===== config.mk =====
export PLATFORM = sky130hd
export DESIGN_NAME = gblp_front
export DESIGN_NICKNAME = d
export VERILOG_FILES = /design/src/rtl/gblp_pkg.sv /design/src/rtl/gblp_front.sv
export SDC_FILE = /design/constraint.sdc
export NUM_CORES = 1
export LEC_CHECK = 0
export BUFFER_PORTS_ARGS = -buffer_cell sky130_fd_sc_hd__buf_4
export CAP_MARGIN = 20
export CORE_MARGIN = 1.5
export CORE_UTILIZATION = 40
export CTS_CLUSTER_DIAMETER = 200
export DETAILED_ROUTE_END_ITERATION = 10
export SLEW_MARGIN = 30
export SYNTH_ARGS = -nofsm -noshare
export SYNTH_HDL_FRONTEND = slang
export SYNTH_SLANG_ARGS = --single-unit

===== constraint.sdc =====
create_clock -name i_clk -period 21.8 [get_ports i_clk]
set_input_delay 6.54 -clock i_clk [delete_from_list [all_inputs] [get_ports i_clk]]
set_output_delay 6.54 -clock i_clk [all_outputs]
set_load 0.1 [all_outputs]

===== src/rtl/gblp_pkg.sv =====
// gblp_pkg: shared widths, reset values, register codes and word types
// for the boundary-layer point generator; used by every rtl file, depends on nothing
package gblp_pkg;

    // default parameter values
    localparam int MAX_POINTS_DEF = 64;
    localparam int FRAC_BITS_DEF  = 16;

    // field widths
    localparam int COORD_W = 32;
    localparam int MAG_W   = 33;
    localparam int LEN_W   = 34;
    localparam int HGT_W   = 48;
    localparam int PIDX_W  = 6;
    localparam int CNT_W   = 7;
    localparam int FH_W    = 31;
    localparam int GR_W    = 19;
    localparam int CIDX_W  = 2;

    // multiply-divide unit widths
    localparam int MA_W      = 48;
    localparam int MB_W      = 40;
    localparam int MP_W      = MA_W + MB_W;
    localparam int MDIG_W    = 8;
    localparam int MUL_STEPS = MB_W / MDIG_W;
    localparam int QUO_W     = 35;
    localparam int RAD_W     = 2 * LEN_W;
    localparam int SREM_W    = LEN_W + 2;

    localparam logic [HGT_W-1:0] HGT_CAP = {HGT_W{1'b1}};

    // register reset values
    localparam logic [CNT_W-1:0] RST_POINT_COUNT  = 7'd64;
    localparam logic [FH_W-1:0]  RST_FIRST_HEIGHT = 31'd65536;
    localparam logic [GR_W-1:0]  RST_GROWTH       = 19'd78643;

    // register indexes
    typedef enum logic [CIDX_W-1:0] {
        CFG_POINT_COUNT  = 2'd0,
        CFG_FIRST_HEIGHT = 2'd1,
        CFG_GROWTH       = 2'd2
    } t_cfg_idx;

    typedef struct packed {
        logic [CNT_W-1:0] point_count;
        logic [FH_W-1:0]  first_height;
        logic [GR_W-1:0]  growth;
    } t_cfg;

    // classified segment, lane 0 is x
    typedef struct packed {
        logic [2:0][COORD_W-1:0] start;
        logic [2:0]              neg;
        logic [2:0][MAG_W-1:0]   mag;
        logic                    degen;
    } t_seg;

    typedef struct packed {
        logic [PIDX_W-1:0]       index;
        logic [2:0][COORD_W-1:0] pt;
        logic                    degen;
        logic                    last;
    } t_res;

    // start plus or minus the clamped offset, saturated to 32 bits
    function automatic logic [COORD_W-1:0] place_coord(
        input logic [COORD_W-1:0] st,
        input logic               neg,
        input logic [MAG_W-1:0]   mag,
        input logic [QUO_W-1:0]   q
    );
        logic [MAG_W-1:0]   qc;
        logic signed [QUO_W-1:0] v;
        logic signed [QUO_W-1:0] sx;
        logic signed [QUO_W-1:0] qx;
        qc = (q > {2'b00, mag}) ? mag : q[MAG_W-1:0];
        sx = $signed({{3{st[COORD_W-1]}}, st});
        qx = $signed({2'b00, qc});
        v  = neg ? (sx - qx) : (sx + qx);
        if (v > 35'sd2147483647)
            return 32'h7fff_ffff;
        else if (v < -35'sd2147483648)
            return 32'h8000_0000;
        else
            return v[COORD_W-1:0];
    endfunction

endpackage


===== src/rtl/gblp_front.sv =====
// gblp_front: takes segment words, forms deltas and magnitudes, holds them
// in a two-entry queue for the back end; depends on gblp_pkg
module gblp_front (
    input  logic                             i_clk,
    input  logic                             i_rst_n,
    input  logic                             i_push,
    output logic                             o_full,
    input  logic [2:0][gblp_pkg::COORD_W-1:0] i_start,
    input  logic [2:0][gblp_pkg::COORD_W-1:0] i_end,
    output logic                             o_seg_valid,
    output gblp_pkg::t_seg                   o_seg,
    input  logic                             i_seg_take
);
    import gblp_pkg::*;

    t_seg       cls;
    t_seg       r_q [2];
    logic       r_wp;
    logic       r_rp;
    logic [1:0] r_cnt;
    logic       do_push;

    // classify: signed delta per axis, its magnitude and sign
    always_comb begin
        logic signed [MAG_W-1:0] d;
        cls.degen = 1'b1;
        for (int a = 0; a < 3; a++) begin
            d = $signed({i_end[a][COORD_W-1], i_end[a]})
                - $signed({i_start[a][COORD_W-1], i_start[a]});
            cls.start[a] = i_start[a];
            cls.neg[a]   = d[MAG_W-1];
            cls.mag[a]   = d[MAG_W-1] ? MAG_W'(-d) : MAG_W'(d);
            if (d != '0)
                cls.degen = 1'b0;
        end
    end

    assign o_full      = (r_cnt == 2'd2);
    assign do_push     = i_push && !o_full;
    assign o_seg_valid = (r_cnt != 2'd0);
    assign o_seg       = r_q[r_rp];

    // queue storage
    always_ff @(posedge i_clk) begin
        if (do_push)
            r_q[r_wp] <= cls;
    end

    // queue pointers
    always_ff @(posedge i_clk) begin
        if (!i_rst_n) begin
            r_wp  <= 1'b0;
            r_rp  <= 1'b0;
            r_cnt <= 2'd0;
        end else begin
            if (do_push)
                r_wp <= !r_wp;
            if (i_seg_take && o_seg_valid)
                r_rp <= !r_rp;
            r_cnt <= r_cnt + 2'(do_push) - 2'(i_seg_take && o_seg_valid);
        end
    end

endmodule


### Word-level counts from Yosys, hierarchy flattened

Memory sizes are Yosys's and may differ from the RTL's. A register that Yosys moved wholly into a read port is not among the register bits.
Index checks and enable logic that the tools add are counted.
Widths: inputs -> output; s select.

* register bits after elaboration: 4
* bits in writable memories: 398
* input bits: 196
* memories: 1

* $add $sub $neg: 8
* eq/ne operators: 1
* multiplexer cells: 10
* reduce and logical (&&, ||, !) cells: 9

Memories
* r_q: depth 2, bits a word 199, rd ports 1, clocked after memory_dff 1, wr ports 1, RTL line gblp_front.sv:17 `t_seg r_q [2];`

Operators with widths (number)
* $mux 33: 3
* $neg 33->33: 3
* $reduce_bool 33->1: 3
* $sub 32x32->33: 3
* $mux 1: 7
* $logic_not 1->1: 3
* $add 2x1->2: 1
* $eq 2x2->1 const B: 1
* $logic_and 1x1->1: 2
* $reduce_bool 2->1: 1
* $sub 2x1->2: 1

### Depth between registers and ports, before layout

Gate-level depths: netlist (run 1).

* depth in word-level cells: 5
* depth in mapped cells: 16

### Worst setup path after synthesis (run 1)

No wires, ideal clock.

* path kind: in2reg
* start: in i_push
* end: reg r_wp
* setup time: 0.097 ns
* arrival: 15.564 ns
* required time: 21.703 ns
* path slack: 6.139 ns
* cell stages on the path: 3
* buffers on the path: 0
* path through: nand2_1 -> nor2_1 -> o21a_1

* longest elaborated chain between the ends: 1

RTL lines
* start, declared: RTL line gblp_front.sv:6 `input logic i_push,`
* $logic_and 1x1->1: RTL line gblp_front.sv:39 `assign do_push = i_push && !o_full;`
* end signal, assigned: RTL line gblp_front.sv:57 `r_wp <= !r_wp;`
* end, declared: RTL line gblp_front.sv:18 `logic r_wp;`

No other way between the ends.
A chain may end at the register's enable or synchronous reset.

==> impl_metrics.toml, run 1 <==
[timing]
fin_crit_ps = 10260
clock.fmax_ghz = 0.09745
slew_viol_final = 0
rsz0062_at_grt = "false"
worst_slew_pin_slew_ps = 901.7
clock_skew_ps = 19.22
hold_violations = 0
max_slew_margin = 0.3988
finalSetupTns_ps = 0
fin_crit_sh = 0.4707
setup_viol = 0

[power]
power_density_nw_per_um2 = 128.6
p_int_mw = 1.916
fin_total_pwr_mw = 3.668
vdd_drop_max_v = 0.0001036
p_switching_mw = 1.751
switching_share = 0.4775
power_frac_seq = 0.288
clkPwrFrac = 0.205
p_comb_frac = 0.506
p_leak_nw = 11.07

[floorplan]
die_h_um = 244.3
die_w_um = 244.3
rows = 88
core_region_area_sq_um = 57590
pin_count = 397
dieArea_sq_um = 59670
initial_utilization = 0.4044

[final_layout]
area_growth_pct = 22.49
fill_cells = 5200
diodes = 0
postLayoutCoreUtil = 0.4953
finalNetCount = 2666
drive_gt1_frac = 0.3032
regArea_sq_um = 12060
multiInputGateArea_sq_um = 10410
stdcell_count = 3166

[drt]
drc = 0
ant_nets = 0
vias_per_cell = 5.294
drt_first_pass_iters = 7
via_count = 16760
routed_wl_um = 61080
drt-wirelength-per-cell_um = 19.29
drt_iter0_drc = 1111

[synthesis]
synth-seq-area-share = 0.5175
synth_top_area_cell = "edfxtp_1"
synth_top_area_frac = 0.5132
syn_area_sq_um = 23290
syn_inst = 1977
yosysWarnings = 0
synth_edf_count = 398
syn_area_per_cell_sq_um = 11.78
synth.area.top_cells = "edfxtp_1, mux2_2, ha_1, xnor2_1, a21oi_1"
synthArstFlopShare = 0
synth_seq_cells = 403
syn_nets = 2279
synth_ff_type = "edfxtp_1"
synth_cell_type_count = 100

[critical_path]
worst-path-buf-inv = 3
crit_fanout = 61
cpLargestDelayFamily = "buffers and inverters"
crit_top_cell = "buf_4"
cpPeakStageDelay_ps = 830
cpMaxStageDelayCell = "buf_4"
end_kind = "primary output"
worstSetupPathType = "reg -> out"
crit_chain = "buf_4 -> buf_4 -> mux2_2 -> buf_4"
crit_required_ps = 15260
cp.arrival_ps = 3720
startpoint_type = "flop"

[clock_network]
cts_setup_buffers = 0
numCtsBuffers = 47
insertion_delay_ps = 570
cts_root_buf = "clkbuf_16"
cts-resized-gates = 0
cts_sinks = 403
holdBufCountCts = 0
htreeDepth = 2
clkTransAtPathRegs_ps = 60
cts.path.max_buffers = 3
cts_tree = "yes"

[placed_design]
port_buffers = 396
place_hpwl_um = 45070
placed_cells = 3079
gp_congestion = 0.8963

[grt]
met3_usage = 0.04335
grt.met1_usage = 0.2577
overflow = 0
grt.busiest_layer = "met2"
grt_pass1_vias = 17100
grt_pass1_wl_um = 94570
antenna_found_initial = 1
met2_usage = 0.3394
grt_max_degree = 158
grt_usage = 0.2006

[worst_hold_path]
min_path_type = "reg -> reg"

[job]
cap_violations = 0

[status]
status = "finished, final reports clean"
[Yosys cell counts (10+ instances only)]
master,n
a21o_1,26
a21oi_1,123
a31oi_1,18
and2_1,21
and3_1,23
buf_2,13
clkbuf_1,51
edfxtp_1,398
ha_1,103
inv_1,143
mux2_2,201
nand2_1,116
nand2b_1,16
nand3_1,25
nand4_1,27
nor2_1,106
nor2b_1,18
nor3_1,31
nor4_1,14
o211ai_1,11
o21a_1,15
o21ai_0,89
o21bai_1,16
o31ai_1,10
or3_1,10
xnor2_1,94
xor2_1,68
[power by group through the flow]
stage	registers [mW]	clock network (mW)	logic, mW
after floorplan	1.08	0	1.47
after global placement	1.07	0	1.86
after detailed placement	1.07	0	1.86
after CTS	1.06	0.777	1.87
after global routing	1.07	0.803	1.94
final	1.06	0.753	1.86
[flip-flops by register name, indices dropped and copies added (netlist names), named ones only]
name   cells
r_q      398
r_cnt      2
r_rp       1
r_wp       1
[layout make-up]
cell class,instances,share of cell area
sequential,403,0.4227
multi-input combinational,1360,0.3649
timing repair buffer,407,0.1083
clock buffer,59,0.04431
tap,765,0.03356
inverter,145,0.01908
clock inverter,27,0.007194
[worst paths after layout]
kind / cells past startpoint / start / to / slack [ps]
setup / recovery: 4 / flop / o_seg[14] / 11540
hold / removal: 2 / r_rp / flop / 540
setup reg to reg: 5 / r_cnt[0] / r_q[0][120] / 19230
hold reg to reg: 2 / r_rp / flop / 540
[placed cells by master (no fill, tap or decap), drive strengths merged, types with 7 or more instances in the layout]
| cell type | n |
|---|---|
| a221oi | 7 |
| edfxtp | 398 |
| o31ai | 12 |
| nor2 | 106 |
| nand2 | 116 |
| nand3 | 25 |
| a21o | 26 |
| ha | 103 |
| buf | 407 |
| a211oi | 12 |
| a31oi | 18 |
| a2111oi | 9 |
| inv | 144 |
| o21a | 15 |
| clkbuf | 59 |
| or2 | 11 |
| nor4b | 8 |
| o211ai | 11 |
| o21bai | 16 |
| nor4 | 17 |
| o21ai | 97 |
| mux2 | 201 |
| nor2b | 18 |
| xor2 | 68 |
| o2111ai | 7 |
| nor3 | 33 |
| clkinv | 23 |
| and2 | 21 |
| xnor2 | 94 |
| and3 | 23 |
| a211o | 9 |
| nand2b | 16 |
| a21boi | 8 |
| nand4 | 27 |
| a21oi | 131 |
| or3 | 10 |
[per-layer routing]
metal | vias to the layer above | share of wire
met5 | - | 0.00020
met3 | 91 | 0.061
met2 | 439 | 0.48
met4 | 2 | 0.026
met1 | 8083 | 0.43
li1 | 8147 | -
[kinds of logic after synthesis]
logic type      share of synthesized area
compound gates                     0.1244
fa+ha+maj                         0.05792
simple gates                       0.1038
flops                              0.5175
xor+xnor                          0.06093
mux                               0.09935
buf+inv                           0.03600
[stage by stage]
stage | instance area [sq um] | worst slack, ps | hold slack [ps]
finish | 28520 | 11540 | 542.9
detailed placement | 27030 | 11020 | 525.6
global placement | 27030 | 11230 | 521.9
global route | 28520 | 11170 | 583.3
floorplan | 23290 | 6139 | 504.2
CTS | 28490 | 11400 | 542.6
[worst register-to-register path, cell delays in order (launching register included)]
cell	delay (ps)
dfxtp_1	350
nand2b_1	160
nand2_1	130
nor2_4	110
buf_4	510
buf_4	870
No activity file was read; power rests on OpenSTA's default activity.
==> run 2, diff against run 1 <==
clock period = 9.85 ns   (was 21.8 ns; I/O delays follow)
==> impl_metrics.toml, run 2 (synthesis gave the netlist of run 1 again) <==
[drt]
via_count = 16840
drt-wirelength-per-cell_um = 19.23
routed_wl_um = 60730
vias_per_cell = 5.334
drt_iter0_drc = 918
ant_nets = 0
drc = 0
drt_first_pass_iters = 5

[final_layout]
diodes = 0
drive_gt1_frac = 0.3025
postLayoutCoreUtil = 0.4945
regMostFlops = "r_q"
area_growth_pct = 22.29
largest_reg_flops = 398
fin_area_sq_um = 28480
finalNetCount = 2662
most-common-layout-cells = "buf_4, edfxtp_1, mux2_2"
stdcell_count = 3158
fill_cells = 5235
multiInputGateArea_sq_um = 10410
final_common_cell = "buf_4"
reg.largest.list = "r_q: 398 flops, r_cnt: 2 flops"
regArea_sq_um = 12060

[clock_network]
cts_tree = "yes"
holdBufCountCts = 0
cts.path.max_buffers = 3
numCtsBuffers = 46
cts-resized-gates = 0
clkTransAtPathRegs_ps = 60
cts_sinks = 403
htreeDepth = 2
cts_root_buf = "clkbuf_16"
cts_setup_buffers = 0
insertion_delay_ps = 590

[floorplan]
core_region_area_sq_um = 57590
die_w_um = 244.3
die_h_um = 244.3
rows = 88
pin_count = 397
initial_utilization = 0.4044
dieArea_sq_um = 59670

[placed_design]
placed_area_sq_um = 27030
placed_cells = 3076
gp_congestion = 0.8889
port_buffers = 396
dp_slack_ps = 2569
place_hpwl_um = 44220

[critical_path]
cp-startpoint = "i_start[0]"
cp.arrival_ps = 7090
worstReg2RegStart = "r_cnt[0]"
worstSetupPathType = "in -> reg"
crit_fanout = 5
end_kind = "flop"
startpoint_type = "primary input"
crit_required_ps = 10250

[grt]
grt_usage = 0.1998
antenna_found_initial = 0
overflow = 0
grt_pass1_vias = 17070
grt_pass1_wl_um = 94230
grt_max_degree = 164

[power]
p_comb_frac = 0.509
vdd_drop_max_v = 0.0002368
p_switching_mw = 3.884
clkPwrFrac = 0.202
p_int_mw = 4.201
power_frac_seq = 0.289
p_leak_nw = 11.04
power_density_nw_per_um2 = 283.9
switching_share = 0.4803

[worst_hold_path]
hold_start = "r_rp"
min_path_type = "reg -> reg"

[timing]
worst_slack_ps = 3156
slew_viol_final = 0
finalSetupTns_ps = 0
clock_skew_ps = 18.89
worst_slew_pin_slew_ps = 1018
hold_violations = 0
max_slew_margin = 0.3038
fin_crit_sh = 0.6795
setup_viol = 0
fin_crit_ps = 6694
clock.fmax_ghz = 0.1494
rsz0062_at_grt = "false"

[job]
cap_violations = 0

[status]
status = "finished, final reports clean"
-- run 2: cell types whose count changed in the layout (fill, tap and decap cells not counted), sizes merged --
cell      before  now
buf          407  404
clkbuf        59   54
inv          144  148
clkinv        23   20
clkinvlp       2    1
-- run 2: power by group through the flow --
stage	registers (mW)	clock network [mW]	logic, mW
6_report	2.34	1.63	4.11
5_1_grt	2.36	1.74	4.30
3_5_place_dp	2.38	0	4.12
3_3_place_gp	2.36	0	4.11
2_1_floorplan	2.38	0	3.25
4_1_cts	2.34	1.68	4.14
-- run 2: final timing paths --
kind,end,slack (ps),depth (start not counted)
max reg2reg,r_q[0][102],7280,5
max,r_q[0][0],3160,13
min reg2reg,flop,550,2
min,flop,550,2
-- run 2: area by class of cell --
cell class	instances	area share
multi-input combinational	1360	0.3655
timing repair buffer	404	0.1087
clock inverter	27	0.008260
clock buffer	54	0.04148
inverter	145	0.01911
sequential	403	0.4233
tap	765	0.03361
-- run 2: critical path, cell delays in order --
cell and delay [ps]:
buf_4 130, ha_1 210, fa_1 420, nand2b_1 210, a211oi_2 350, o2111ai_1 300
o21bai_1 380, a21oi_1 130, xnor2_1 300, nand3_1 250, nor4_1 740, nand4_1 350
nor4_2 360
-- run 2: per-layer routing --
layer  track usage  vias to the layer above  routed length (um)
met1        0.2552                     8164               26490
met4       0.06137                        0                1569
met3       0.03907                       88                3370
met2        0.3411                      427               29300
met5             0                        -                   0
li1              -                     8165                   -
-- run 2: per-stage QoR --
step | hold WS, ps | power [mW]
floorplan | 504.2 | 5.622
global placement | 519.2 | 6.472
detailed placement | 527.6 | 6.499
CTS | 548.5 | 8.162
global route | 600.8 | 8.403
finish | 552.1 | 8.085
